<file path="src/rtl/bbc_pkg.sv">
// Package: opcodes, status codes and payload types of the LRU buffer cache.
`timescale 1ns / 1ps
`default_nettype none
package bbc_pkg;
  typedef enum logic [1:0] {
    OP_GET     = 2'd0,
    OP_RELEASE = 2'd1,
    OP_DIRTY   = 2'd2,
    OP_DONE    = 2'd3
  } op_e;

  typedef enum logic [1:0] {
    ST_OK        = 2'd0,
    ST_NO_BUFFER = 2'd1,
    ST_NOT_HELD  = 2'd2
  } status_e;

  typedef struct packed {
    logic [1:0]  op;
    logic [7:0]  device;
    logic [31:0] block_number;
    logic [4:0]  slot;
  } req_t;

  typedef struct packed {
    logic [1:0] status;
    logic [4:0] granted_slot;
    logic       was_hit;
    logic       needs_read;
  } rsp_t;

  localparam int unsigned SlotW = 5;
  localparam logic [7:0] UseMax = 8'hFF;
endpackage
`default_nettype wire

</file>
<file path="src/rtl/bbc_if.sv">
// Interface: valid/ready channel carrying one payload word.
`timescale 1ns / 1ps
`default_nettype none
interface bbc_if #(parameter type T = logic) ();
  logic valid;
  logic ready;
  T     data;
  modport source (output valid, output data, input ready);
  modport sink   (input valid, input data, output ready);
endinterface
`default_nettype wire

</file>
<file path="src/rtl/bbc_cell.sv">
// Cell: one recency position, holding one slot's tag, flags and count.
`timescale 1ns / 1ps
`default_nettype none
module bbc_cell #(
  parameter int unsigned IdW = 5
) (
  input  wire logic           clk_i,
  input  wire logic           rst_ni,
  input  wire logic [IdW-1:0] rst_id_i,
  // neighbor toward the most recent end
  input  wire logic [IdW-1:0] nb_id_i,
  input  wire logic [7:0]     nb_dev_i,
  input  wire logic [31:0]    nb_blk_i,
  input  wire logic [7:0]     nb_cnt_i,
  input  wire logic           nb_val_i,
  input  wire logic           nb_dty_i,
  // control
  input  wire logic           shift_i,   // take neighbor contents
  input  wire logic           load_i,    // take front contents
  input  wire logic [IdW-1:0] ld_id_i,
  input  wire logic [7:0]     ld_dev_i,
  input  wire logic [31:0]    ld_blk_i,
  input  wire logic [7:0]     ld_cnt_i,
  input  wire logic           ld_val_i,
  input  wire logic           ld_dty_i,
  input  wire logic           wr_i,      // update this cell in place
  input  wire logic [7:0]     wr_dev_i,
  input  wire logic [31:0]    wr_blk_i,
  input  wire logic [7:0]     wr_cnt_i,
  input  wire logic           wr_val_i,
  input  wire logic           wr_dty_i,
  output logic [IdW-1:0]      id_o,
  output logic [7:0]          dev_o,
  output logic [31:0]         blk_o,
  output logic [7:0]          cnt_o,
  output logic                val_o,
  output logic                dty_o
);
  always_ff @(posedge clk_i or negedge rst_ni) begin
    if (!rst_ni) begin
      id_o <= rst_id_i; dev_o <= '0; blk_o <= '0;
      cnt_o <= '0; val_o <= 1'b0; dty_o <= 1'b0;
    end else if (load_i) begin
      id_o <= ld_id_i; dev_o <= ld_dev_i; blk_o <= ld_blk_i;
      cnt_o <= ld_cnt_i; val_o <= ld_val_i; dty_o <= ld_dty_i;
    end else if (shift_i) begin
      id_o <= nb_id_i; dev_o <= nb_dev_i; blk_o <= nb_blk_i;
      cnt_o <= nb_cnt_i; val_o <= nb_val_i; dty_o <= nb_dty_i;
    end else if (wr_i) begin
      dev_o <= wr_dev_i; blk_o <= wr_blk_i;
      cnt_o <= wr_cnt_i; val_o <= wr_val_i; dty_o <= wr_dty_i;
    end
  end
endmodule
`default_nettype wire

</file>
<file path="src/rtl/block_buffer_cache_lru_core.sv">
// Top level: LRU block buffer cache tag manager built as a chain of cells.
`timescale 1ns / 1ps
`default_nettype none
// A request word is registered on acceptance; in the next cycle each cell of
// the recency chain compares its tag in parallel, priority encoders pick the
// most recent hit and the least recent free clean cell, and the chain updates
// (cells ahead of a released slot shift one place toward the tail while the
// slot reloads at the head). The result sits in an output register; a new
// request is taken once none is in work and that register is free or being
// drained. Position 0 is the most recent; each cell carries its slot number.
module block_buffer_cache_lru_core #(
  parameter int unsigned NUM_BUFFERS = 32
) (
  input  wire logic clk_i,
  input  wire logic rst_ni,
  bbc_if.sink       req_i,
  bbc_if.source     rsp_o
);
  localparam int unsigned IdW = (NUM_BUFFERS > 1) ? $clog2(NUM_BUFFERS) : 1;
  localparam int unsigned N = NUM_BUFFERS;

  logic [IdW-1:0] id   [N];
  logic [7:0]     dev  [N];
  logic [31:0]    blk  [N];
  logic [7:0]     cnt  [N];
  logic           val  [N];
  logic           dty  [N];

  logic            busy_q;
  bbc_pkg::req_t   req_q;
  logic            ov_q;
  bbc_pkg::rsp_t   rsp_q;

  // accept while no request is in work and the result slot is free or drains
  assign req_i.ready = !busy_q && (!ov_q || rsp_o.ready);
  assign rsp_o.valid = ov_q;
  assign rsp_o.data  = rsp_q;

  // match and search
  logic [N-1:0] hit_v, free_v, sel_v;
  logic         hit_f, free_f, sel_f;
  logic [IdW-1:0] hit_p, free_p, sel_p;
  logic in_range;
  always_comb begin
    for (int p = 0; p < N; p++) begin
      hit_v[p]  = dev[p] == req_q.device && blk[p] == req_q.block_number;
      free_v[p] = cnt[p] == 8'd0 && !dty[p];
      sel_v[p]  = {{(32-IdW){1'b0}}, id[p]} == 32'(req_q.slot);
    end
    hit_f = 1'b0; hit_p = '0;
    for (int p = N - 1; p >= 0; p--)
      if (hit_v[p]) begin hit_f = 1'b1; hit_p = IdW'(p); end
    free_f = 1'b0; free_p = '0;
    for (int p = 0; p < N; p++)
      if (free_v[p]) begin free_f = 1'b1; free_p = IdW'(p); end
    sel_f = 1'b0; sel_p = '0;
    for (int p = 0; p < N; p++)
      if (sel_v[p]) begin sel_f = 1'b1; sel_p = IdW'(p); end
    in_range = sel_f;
  end

  // per-request decision
  logic           wr_en, mtf;
  logic [IdW-1:0] wr_p;
  logic [7:0]     w_cnt;
  logic [7:0]     w_dev;
  logic [31:0]    w_blk;
  logic           w_val, w_dty;
  bbc_pkg::rsp_t  rsp_d;
  always_comb begin
    wr_en = 1'b0; mtf = 1'b0; wr_p = sel_p;
    w_dev = dev[sel_p]; w_blk = blk[sel_p]; w_cnt = cnt[sel_p];
    w_val = val[sel_p]; w_dty = dty[sel_p];
    rsp_d = '0;
    unique case (bbc_pkg::op_e'(req_q.op))
      bbc_pkg::OP_GET: begin
        if (hit_f) begin
          wr_en = 1'b1; wr_p = hit_p;
          w_dev = dev[hit_p]; w_blk = blk[hit_p];
          w_cnt = (cnt[hit_p] == bbc_pkg::UseMax) ? cnt[hit_p] : cnt[hit_p] + 8'd1;
          w_val = val[hit_p]; w_dty = dty[hit_p];
          rsp_d.granted_slot = bbc_pkg::SlotW'(id[hit_p]);
          rsp_d.was_hit = 1'b1;
          rsp_d.needs_read = !val[hit_p];
        end else if (free_f) begin
          wr_en = 1'b1; wr_p = free_p;
          w_dev = req_q.device; w_blk = req_q.block_number;
          w_cnt = 8'd1; w_val = 1'b0; w_dty = 1'b0;
          rsp_d.granted_slot = bbc_pkg::SlotW'(id[free_p]);
          rsp_d.needs_read = 1'b1;
        end else begin
          rsp_d.status = bbc_pkg::ST_NO_BUFFER;
        end
      end
      bbc_pkg::OP_RELEASE: begin
        if (!in_range || cnt[sel_p] == 8'd0) begin
          rsp_d.status = bbc_pkg::ST_NOT_HELD;
        end else begin
          w_cnt = cnt[sel_p] - 8'd1;
          if (w_cnt == 8'd0) mtf = 1'b1;
          else wr_en = 1'b1;
        end
      end
      bbc_pkg::OP_DIRTY: begin
        wr_en = in_range; w_dty = 1'b1;
      end
      bbc_pkg::OP_DONE: begin
        wr_en = in_range; w_val = 1'b1; w_dty = 1'b0;
      end
      default: ;
    endcase
  end

  logic go;
  assign go = busy_q;

  for (genvar p = 0; p < N; p++) begin : g_cell
    localparam int unsigned Pm = (p == 0) ? 0 : p - 1;
    bbc_cell #(.IdW(IdW)) u_cell (
      .clk_i, .rst_ni,
      .rst_id_i (IdW'(N - 1 - p)),
      .nb_id_i  (id[Pm]), .nb_dev_i (dev[Pm]), .nb_blk_i (blk[Pm]),
      .nb_cnt_i (cnt[Pm]), .nb_val_i (val[Pm]), .nb_dty_i (dty[Pm]),
      .shift_i  (go && mtf && p != 0 && IdW'(p) <= sel_p),
      .load_i   (go && mtf && p == 0),
      .ld_id_i  (id[sel_p]), .ld_dev_i (dev[sel_p]), .ld_blk_i (blk[sel_p]),
      .ld_cnt_i (8'd0), .ld_val_i (val[sel_p]), .ld_dty_i (dty[sel_p]),
      .wr_i     (go && wr_en && wr_p == IdW'(p)),
      .wr_dev_i (w_dev), .wr_blk_i (w_blk), .wr_cnt_i (w_cnt),
      .wr_val_i (w_val), .wr_dty_i (w_dty),
      .id_o (id[p]), .dev_o (dev[p]), .blk_o (blk[p]),
      .cnt_o (cnt[p]), .val_o (val[p]), .dty_o (dty[p])
    );
  end

  // hold the request, then post the result word
  always_ff @(posedge clk_i or negedge rst_ni) begin
    if (!rst_ni) begin
      busy_q <= 1'b0; ov_q <= 1'b0;
    end else begin
      if (req_i.valid && req_i.ready) busy_q <= 1'b1;
      else if (busy_q) busy_q <= 1'b0;
      if (busy_q) ov_q <= 1'b1;
      else if (rsp_o.ready) ov_q <= 1'b0;
    end
  end

  always_ff @(posedge clk_i) begin
    if (req_i.valid && req_i.ready) req_q <= req_i.data;
    if (busy_q) rsp_q <= rsp_d;
  end

`ifndef ASSERT_OFF
  a_busy_one: assert property (@(posedge clk_i) disable iff (!rst_ni)
    busy_q |=> !busy_q) else $error("request held more than one cycle");
  a_post: assert property (@(posedge clk_i) disable iff (!rst_ni)
    busy_q |=> ov_q) else $error("result not posted");
  a_no_take: assert property (@(posedge clk_i) disable iff (!rst_ni)
    busy_q |-> !req_i.ready) else $error("request taken while busy");
`endif
endmodule
`default_nettype wire
</file>
<file path="src/flat_wrapper.sv">
// flat-port wrapper written by rule: the top's interface ports become plain ports
module block_buffer_cache_lru_core_flat 
#(
  parameter int unsigned NUM_BUFFERS = 32
)
  (clk_i, rst_ni, req_i_valid, req_i_data, req_i_ready, rsp_o_valid, rsp_o_data, rsp_o_ready);
  bbc_if req_i_i ();
  bbc_if rsp_o_i ();
  input  wire logic clk_i;
  input  wire logic rst_ni;
  input wire logic [$bits(req_i_i.valid)-1:0] req_i_valid;
  input wire logic [$bits(req_i_i.data)-1:0] req_i_data;
  output wire logic [$bits(req_i_i.ready)-1:0] req_i_ready;
  output wire logic [$bits(rsp_o_i.valid)-1:0] rsp_o_valid;
  output wire logic [$bits(rsp_o_i.data)-1:0] rsp_o_data;
  input wire logic [$bits(rsp_o_i.ready)-1:0] rsp_o_ready;
  assign req_i_i.valid = req_i_valid;
  assign req_i_i.data = req_i_data;
  assign req_i_ready = req_i_i.ready;
  assign rsp_o_valid = rsp_o_i.valid;
  assign rsp_o_data = rsp_o_i.data;
  assign rsp_o_i.ready = rsp_o_ready;
  block_buffer_cache_lru_core #(.NUM_BUFFERS(NUM_BUFFERS)) u_core (.clk_i(clk_i), .rst_ni(rst_ni), .req_i(req_i_i), .rsp_o(rsp_o_i));
endmodule
</file>
<file path="config.mk">
export PLATFORM = sky130hd
export DESIGN_NAME = block_buffer_cache_lru_core_flat
export DESIGN_NICKNAME = d
export VERILOG_FILES = /design/src/rtl/bbc_pkg.sv /design/src/rtl/bbc_if.sv /design/src/rtl/bbc_cell.sv /design/src/rtl/block_buffer_cache_lru_core.sv /design/src/flat_wrapper.sv
export SDC_FILE = /design/constraint.sdc
export NUM_CORES = 2
export LEC_CHECK = 0
export BUFFER_PORTS_ARGS = -buffer_cell sky130_fd_sc_hd__buf_2
export CELL_PAD_IN_SITES_DETAIL_PLACEMENT = 0
export CELL_PAD_IN_SITES_GLOBAL_PLACEMENT = 1
export CORE_MARGIN = 2
export CORE_UTILIZATION = 52
export DETAILED_ROUTE_END_ITERATION = 16
export PLACE_DENSITY = 0.86
export SLEW_MARGIN = 20
export SYNTH_ARGS = -nofsm -noshare
export SYNTH_HDL_FRONTEND = slang
export SYNTH_SLANG_ARGS = --single-unit
</file>
<file path="constraint.sdc">
create_clock -name clk_i -period 5.5 [get_ports clk_i]
set_clock_uncertainty 0.15 [all_clocks]
set_input_delay 0.825 -clock clk_i [delete_from_list [all_inputs] [get_ports clk_i]]
set_output_delay 0.825 -clock clk_i [all_outputs]
set_load 0.05 [all_outputs]
</file>
Word level (Yosys, flattened, before mapping)
Cells that the tools add are included.
W data, S select, Z words.
- bits in registers: 1604
- output and inout bits: 3
- logic and storage cells: 771
- add/sub/neg operators: 1
- order comparisons: 2
- equality and inequality tests: 32
- multiplexer cells: 337
- bitwise operators: 2
- reduce and logical (&&, ||, !) cells: 233
- operator list (cell ; number):
    $mux W32 ; 38
    $logic_not A32 Y1 ; 32
    $mux W8 ; 77
    $logic_not A8 Y1 ; 64
    $bmux W32 S5 ; 2
    $mux W5 ; 50
    $bmux W8 S5 ; 4
    $mux W1 ; 148
    $logic_and A1 B1 Y1 ; 99
    $eq A5 B5 Y1 const B ; 16
    $eq A5 B4 Y1 const B ; 8
    $logic_not A1 Y1 ; 35
    $mux W4 ; 8
    $bmux W1 S5 ; 4
    $eq A5 B3 Y1 const B ; 4
    $ge A6 B6 Y1 const B ; 2
    $mux W3 ; 4
    $not A5 Y6 ; 2
    $eq A5 B2 Y1 const B ; 2
    $add A8 B1 Y8 const B ; 1
    $eq A8 B8 Y1 const B ; 1
    $eq A5 B1 Y1 const B ; 1
    $logic_not A5 Y1 ; 1
    $mux W2 ; 2
    other kinds (2) ; 2

Depth between registers and ports, before layout
- word-level depth: 42
- gate-level depth with buffers: 21
- mapped depth without buffers: 18

Least setup slack after synthesis
Ideal clock, no wire load.
- path type: register -> register
- from: register u_core.g_cell[11].u_cell.blk_o[13]
- to: register u_core.g_cell[10].u_cell.cnt_o[1]
- setup time: 0.134 ns
- data arrival time: 4.484 ns
- required time: 5.216 ns
- slack: 0.732 ns
- cell stages (with the launch flop): 20
- path buffers: 1
- path through: dfrtp_1 nor4_1 nand4_1 nor3_2 nor3b_1 or4b_4 a211o_1 nor2_2 mux4_2 a31oi_1 nand2_1 a222oi_1 inv_1 ha_1 inv_1 nor4b_2 nand2_1 mux2i_1 clkbuf_1 o21ai_0
- cells in the longest elaborated chain, start to end: 22
- elaborated cells between the ends (all ways): 40
- classes of those cells: add/sub: 1; eq/ne: 2; mux: 32; bitwise: 1; reduce/logical: 4
- RTL lines (element ; line ; RTL):
    from (decl) ; bbc_cell.sv:34 ; output logic [31:0] blk_o,
    from (signal assigned) ; bbc_cell.sv:44 ; id_o <= ld_id_i; dev_o <= ld_dev_i; blk_o <= ld_blk_i;
    from (signal assigned) ; bbc_cell.sv:47 ; id_o <= nb_id_i; dev_o <= nb_dev_i; blk_o <= nb_blk_i;
    from (signal assigned) ; bbc_cell.sv:50 ; dev_o <= wr_dev_i; blk_o <= wr_blk_i;
    $logic_not A32 Y1 (*) ; block_buffer_cache_lru_core.sv:46 ; hit_v[p] = dev[p] == req_q.device && blk[p] == req_q.block_number;
    $logic_and A1 B1 Y1 (*) ; block_buffer_cache_lru_core.sv:46 ;
    $mux W5 (12 in a row) ; block_buffer_cache_lru_core.sv:52 ; if (hit_v[p]) begin hit_f = 1'b1; hit_p = IdW'(p); end
    $not A5 Y6 (implied by the code) ; block_buffer_cache_lru_core.sv:80 ; w_cnt = (cnt[hit_p] == bbc_pkg::UseMax) ? cnt[hit_p] : cnt[hit_p] + 8'd1;
    $bmux W8 S5 ; block_buffer_cache_lru_core.sv:80 ;
    $mux W8 (implied by the code) (2 in a row) ; block_buffer_cache_lru_core.sv:80 ;
    $add A8 B1 Y8 or $eq A8 B8 Y1 (tied branches) ; block_buffer_cache_lru_core.sv:80 ;
    $mux W8 ; block_buffer_cache_lru_core.sv:80 ;
    $mux W8 ; block_buffer_cache_lru_core.sv:77 ; if (hit_f) begin
    $mux W8 ; bbc_cell.sv:49 ; end else if (wr_i) begin
    to (signal assigned) ; bbc_cell.sv:45 ; cnt_o <= ld_cnt_i; val_o <= ld_val_i; dty_o <= ld_dty_i;
    to (signal assigned) ; bbc_cell.sv:48 ; cnt_o <= nb_cnt_i; val_o <= nb_val_i; dty_o <= nb_dty_i;
    to (signal assigned) ; bbc_cell.sv:51 ; cnt_o <= wr_cnt_i; val_o <= wr_val_i; dty_o <= wr_dty_i;
    to (decl) ; bbc_cell.sv:35 ; output logic [7:0] cnt_o,
Mark *: on every way between the ends. The rest lies on a longest branch, timed or not. The select of a mux whose other input is x is not followed.
A chain may end at the register's enable or synchronous reset.

Worst setup path after layout
- from: register u_core.g_cell[13].u_cell.blk_o[23]
- to: register u_core.g_cell[14].u_cell.cnt_o[4]
- cells in the longest elaborated chain, start to end: 24
- elaborated cells between the ends (all ways): 44
- classes of those cells: add/sub: 1; eq/ne: 2; mux: 36; bitwise: 1; reduce/logical: 4
- RTL lines (element ; line):
    from (decl) ; bbc_cell.sv:34
    from (signal assigned) ; bbc_cell.sv:44
    from (signal assigned) ; bbc_cell.sv:47
    from (signal assigned) ; bbc_cell.sv:50
    $logic_not A32 Y1 (*) ; block_buffer_cache_lru_core.sv:46
    $logic_and A1 B1 Y1 (*) ; block_buffer_cache_lru_core.sv:46
    $mux W5 (14 in a row) ; block_buffer_cache_lru_core.sv:52
    $not A5 Y6 (implied by the code) ; block_buffer_cache_lru_core.sv:80
    $bmux W8 S5 ; block_buffer_cache_lru_core.sv:80
    $mux W8 (implied by the code) (2 in a row) ; block_buffer_cache_lru_core.sv:80
    $add A8 B1 Y8 or $eq A8 B8 Y1 (tied branches) ; block_buffer_cache_lru_core.sv:80
    $mux W8 ; block_buffer_cache_lru_core.sv:80
    $mux W8 ; block_buffer_cache_lru_core.sv:77
    $mux W8 ; bbc_cell.sv:49
    to (signal assigned) ; bbc_cell.sv:45
    to (signal assigned) ; bbc_cell.sv:48
    to (signal assigned) ; bbc_cell.sv:51
    to (decl) ; bbc_cell.sv:35
Marked as above.

==> run_results.csv <==
group,metric,value,unit
yosys,most_common_library_cells_after_synthesis,"dfrtp_1, and2_1, nor4_1",
route,route.vias.total,36361,
yosys,synth_top_area_share,67.3,%
power_and_ir_drop,power_density,348,nW/um^2
route,antenna_left,0,
global_route,grt_overflow,0,
die,die-area,117000,sq um
worst_setup_path,crit_fanout,7,
yosys,ys_warn_count,0,
timing,grt_setup_unrepaired,"true",
route,firstDrtPassIters,6,
yosys,mappedNetlistNets,4849,
timing,slew_viol_final,0,
cts,clock_pin_slew_on_the_worst_setup_and_hold_paths,60,ps
yosys,synth.yosys.seq_area_share,67.4,%
worst_hold_path,min_path_type,"input port to flip-flop",
placed_design,gp_congestion,0.994,
yosys,postSynthCellCount,4843,
timing,count_of_endpoints_failing_hold_in_the_final_timing_report,0,
timing,setup_viol_count_final,0,
power_and_ir_drop,cellLeakagePower,0.0346,uW
worst_setup_path,critical_path_class,"flip-flop to flip-flop",
die,die-height,342,microns
die,die_width,342,microns
route,drt-wirelength-per-cell,19.8,microns
route,drcViolationCount,0,
global_route,grt_antenna_before_repair,2,
timing,final.period_utilization,99.4,%
cts,cts_buffers,158,
yosys,synth_area_leader_cell,"dfrtp_1",
yosys,synth.lib_cells_used.distinct,81,
cts,cts_tree,"yes",
worst_setup_path,critPathArrivalTime,5950,ps
die,io_pins,8,
cts,cts_htree_levels,4,
yosys,synth_async_sr_flop_share,99.9,%
placed_design,hpwl,84.1,mm
yosys,post_synth_instance_area,59500,sq um
status,outcome,"completed",
job,max_cap_viol_count,0,
cts,clock_latency,770,ps
die,rows,124,
worst_setup_path,end_kind,"flip-flop",
global_route,grt_first_pass_wirelength,208,mm
timing,slew_headroom,33.6,%
yosys,synth_area_leaders,"dfrtp_1, and2_1, nor4_1",
layout,antenna_diode_count,0,
layout,final_net_count,4985,
cts,cts_max_path_buffers,3,
yosys,yosys_most_used_dff,"dfrtp_1",
layout,utilization,60.5,%
route,drt_iter0_drc,3252,
worst_setup_path,startpoint_type,"flip-flop",
placed_design,io_buffers,7,
global_route,first_global_vias,36405,
yosys,synth-edff-count,2,
yosys,syn-mean-instance-area,12.3,sq um
power_and_ir_drop,irDropWorstVdd,0.000315,V
timing,finalWorstPathRequiredPeriod,5470,ps
route,totalWireLength,131,mm
global_route,grt_start_max_net_pins,146,
die,placeableCoreArea,114000,sq um
global_route,gr-usage-all-layers,22.6,%
yosys,yosysMostFrequentCell,"dfrtp_1",
worst_setup_path,cp.required,5980,ps
die,start_util,52.3,%
yosys,ys_seq_elements,1604,
route,via_per_inst,5.49,
layout,drive_gt1_share,14.4,%
cts,clock-root-buffer,"clkbuf_16",
timing,worst_slew_pin_slew,996,ps
layout,syn_to_final_growth,15.8,%
cts,tritoncts_num_sinks,1604,
timing,max_freq,183,MHz
timing,total_negative_setup_slack,0,ps
## what timing repair did
action	CTS	global route
buffers inserted	2	12
cloned	0	5
resized for setup	24	129
setup endpoints to repair	256	314
pin swaps	6	29
hold buffers	1	0
hold endpoints to repair	21	0
## path summary, 6_finish.rpt
check,start,end,slack (ps),cells after the start
min in group asynchronous,rst_ni,u_core.g_cell[22].u_cell.blk_o[25]$_DFFE_PN0P_,590,2
worst min register to register,u_core.g_cell[29].u_cell.dty_o$_DFFE_PN0P_,u_core.g_cell[29].u_cell.dty_o$_DFFE_PN0P_,230,0
worst max-delay path,u_core.g_cell[13].u_cell.blk_o[23]$_DFFE_PN0P_,u_core.g_cell[14].u_cell.cnt_o[4]$_DFFE_PN0P_,30,21
worst max register to register,u_core.g_cell[13].u_cell.blk_o[23]$_DFFE_PN0P_,u_core.g_cell[14].u_cell.cnt_o[4]$_DFFE_PN0P_,30,21
max in group asynchronous,rst_ni,u_core.g_cell[17].u_cell.cnt_o[6]$_DFFE_PN0P_,3190,3
worst min-delay path,req_i_data,u_core.req_q[0]$_DFFE_PP_,100,1
## power breakdown
part / leakage (uW) / internal (uW) / switching [uW]
Sequential: 0.0224 / 11800 / 21.5
Clock: 0.00268 / 6510 / 4570
Combinational: 0.00953 / 342 / 754
Total: 0.0346 / 18700 / 5340
## metrics by stage
stage	hold slack, ps	power [uW]	cell area [sq um]	std cells	setup slack (ps)
detailed placement	217	12900	62700	6311	-577
CTS	37.1	24100	68300	6603	4.88
finish	95.2	24000	68900	6620	31.5
global route	60.7	24800	68900	6620	-89.0
floorplan	280	12300	59500	4843	732
global placement	216	12900	62700	6311	-599
## logic make-up after synthesis
| family | count (synthesis) | synth area share, % |
|---|---|---|
| buffers and inverters | 324 | 2.20 |
| xor gates and xnor gates | 1 | 0.0147 |
| muxes | 201 | 4.01 |
| and+or+nand+nor | 2370 | 22.9 |
| adders and majority gates | 1 | 0.0210 |
| AOI/OAI and AO/OA | 342 | 3.41 |
| DFF | 1604 | 67.4 |
## sequential cells by signal (all words and copies together), names as in the netlist
name,flops
u_core.rsp_o.data,1
u_core.g_cell.u_cell.cnt_o,256
u_core.g_cell.u_cell.val_o,32
u_core.rsp_o.valid,1
u_core.req_q,1
u_core.g_cell.u_cell.dty_o,32
u_core.g_cell.u_cell.dev_o,256
u_core.busy_q,1
u_core.g_cell.u_cell.blk_o,1024
## worst max-delay path: stages, from the launching register on
cell	delay [ps]
dfrtp_1	390
nor4_2	290
nand4_1	200
nor3_2	190
buf_4	180
nor3b_2	60
or4b_4	490
buf_6	140
a211oi_4	280
nand2_4	130
o211ai_1	260
nand4_1	330
o32ai_4	440
o211ai_1	270
inv_1	120
ha_2	170
inv_2	50
or3_4	390
xnor2_4	200
a21oi_4	120
buf_6	200
mux2_4	270
## final cells by class
type / count / area (sq um)
fillers: 8823 / 44900
flip-flops and latches: 1604 / 40100
multi-input cells: 2915 / 18700
clock buffers: 226 / 4610
repair buffers: 245 / 2520
well taps: 1512 / 1890
clock inverters: 63 / 850
inverters: 55 / 206
## layer usage
layer | wire [microns] | global-route usage, %
met1 | 60300 | 33.9
met2 | 56700 | 32.4
met3 | 8430 | 4.38
met4 | 5480 | 9.27
met5 | 18 | 0
## layout by cell type, fill, tap and decap left out, drive strengths merged, types with 3 or more instances in the layout
master,n
nor3,68
mux2,106
o21ai,177
a31oi,26
mux2i,76
or2,5
mux4,19
o31ai,4
o41ai,4
o32ai,3
inv,64
clkinv,35
clkbuf,229
a21oi,53
buf,241
a211o,3
nor4,365
dfrtp,1602
and2,1289
o211ai,17
a32oi,3
and3,17
nor2,73
bufinv,13
nand2,353
or3,14
a221oi,4
a21boi,8
nand4,73
nor3b,5
clkinvlp,6
o21bai,3
a211oi,4
o22ai,6
nor2b,3
nand3,89
Power figures use the tool's default switching activity.
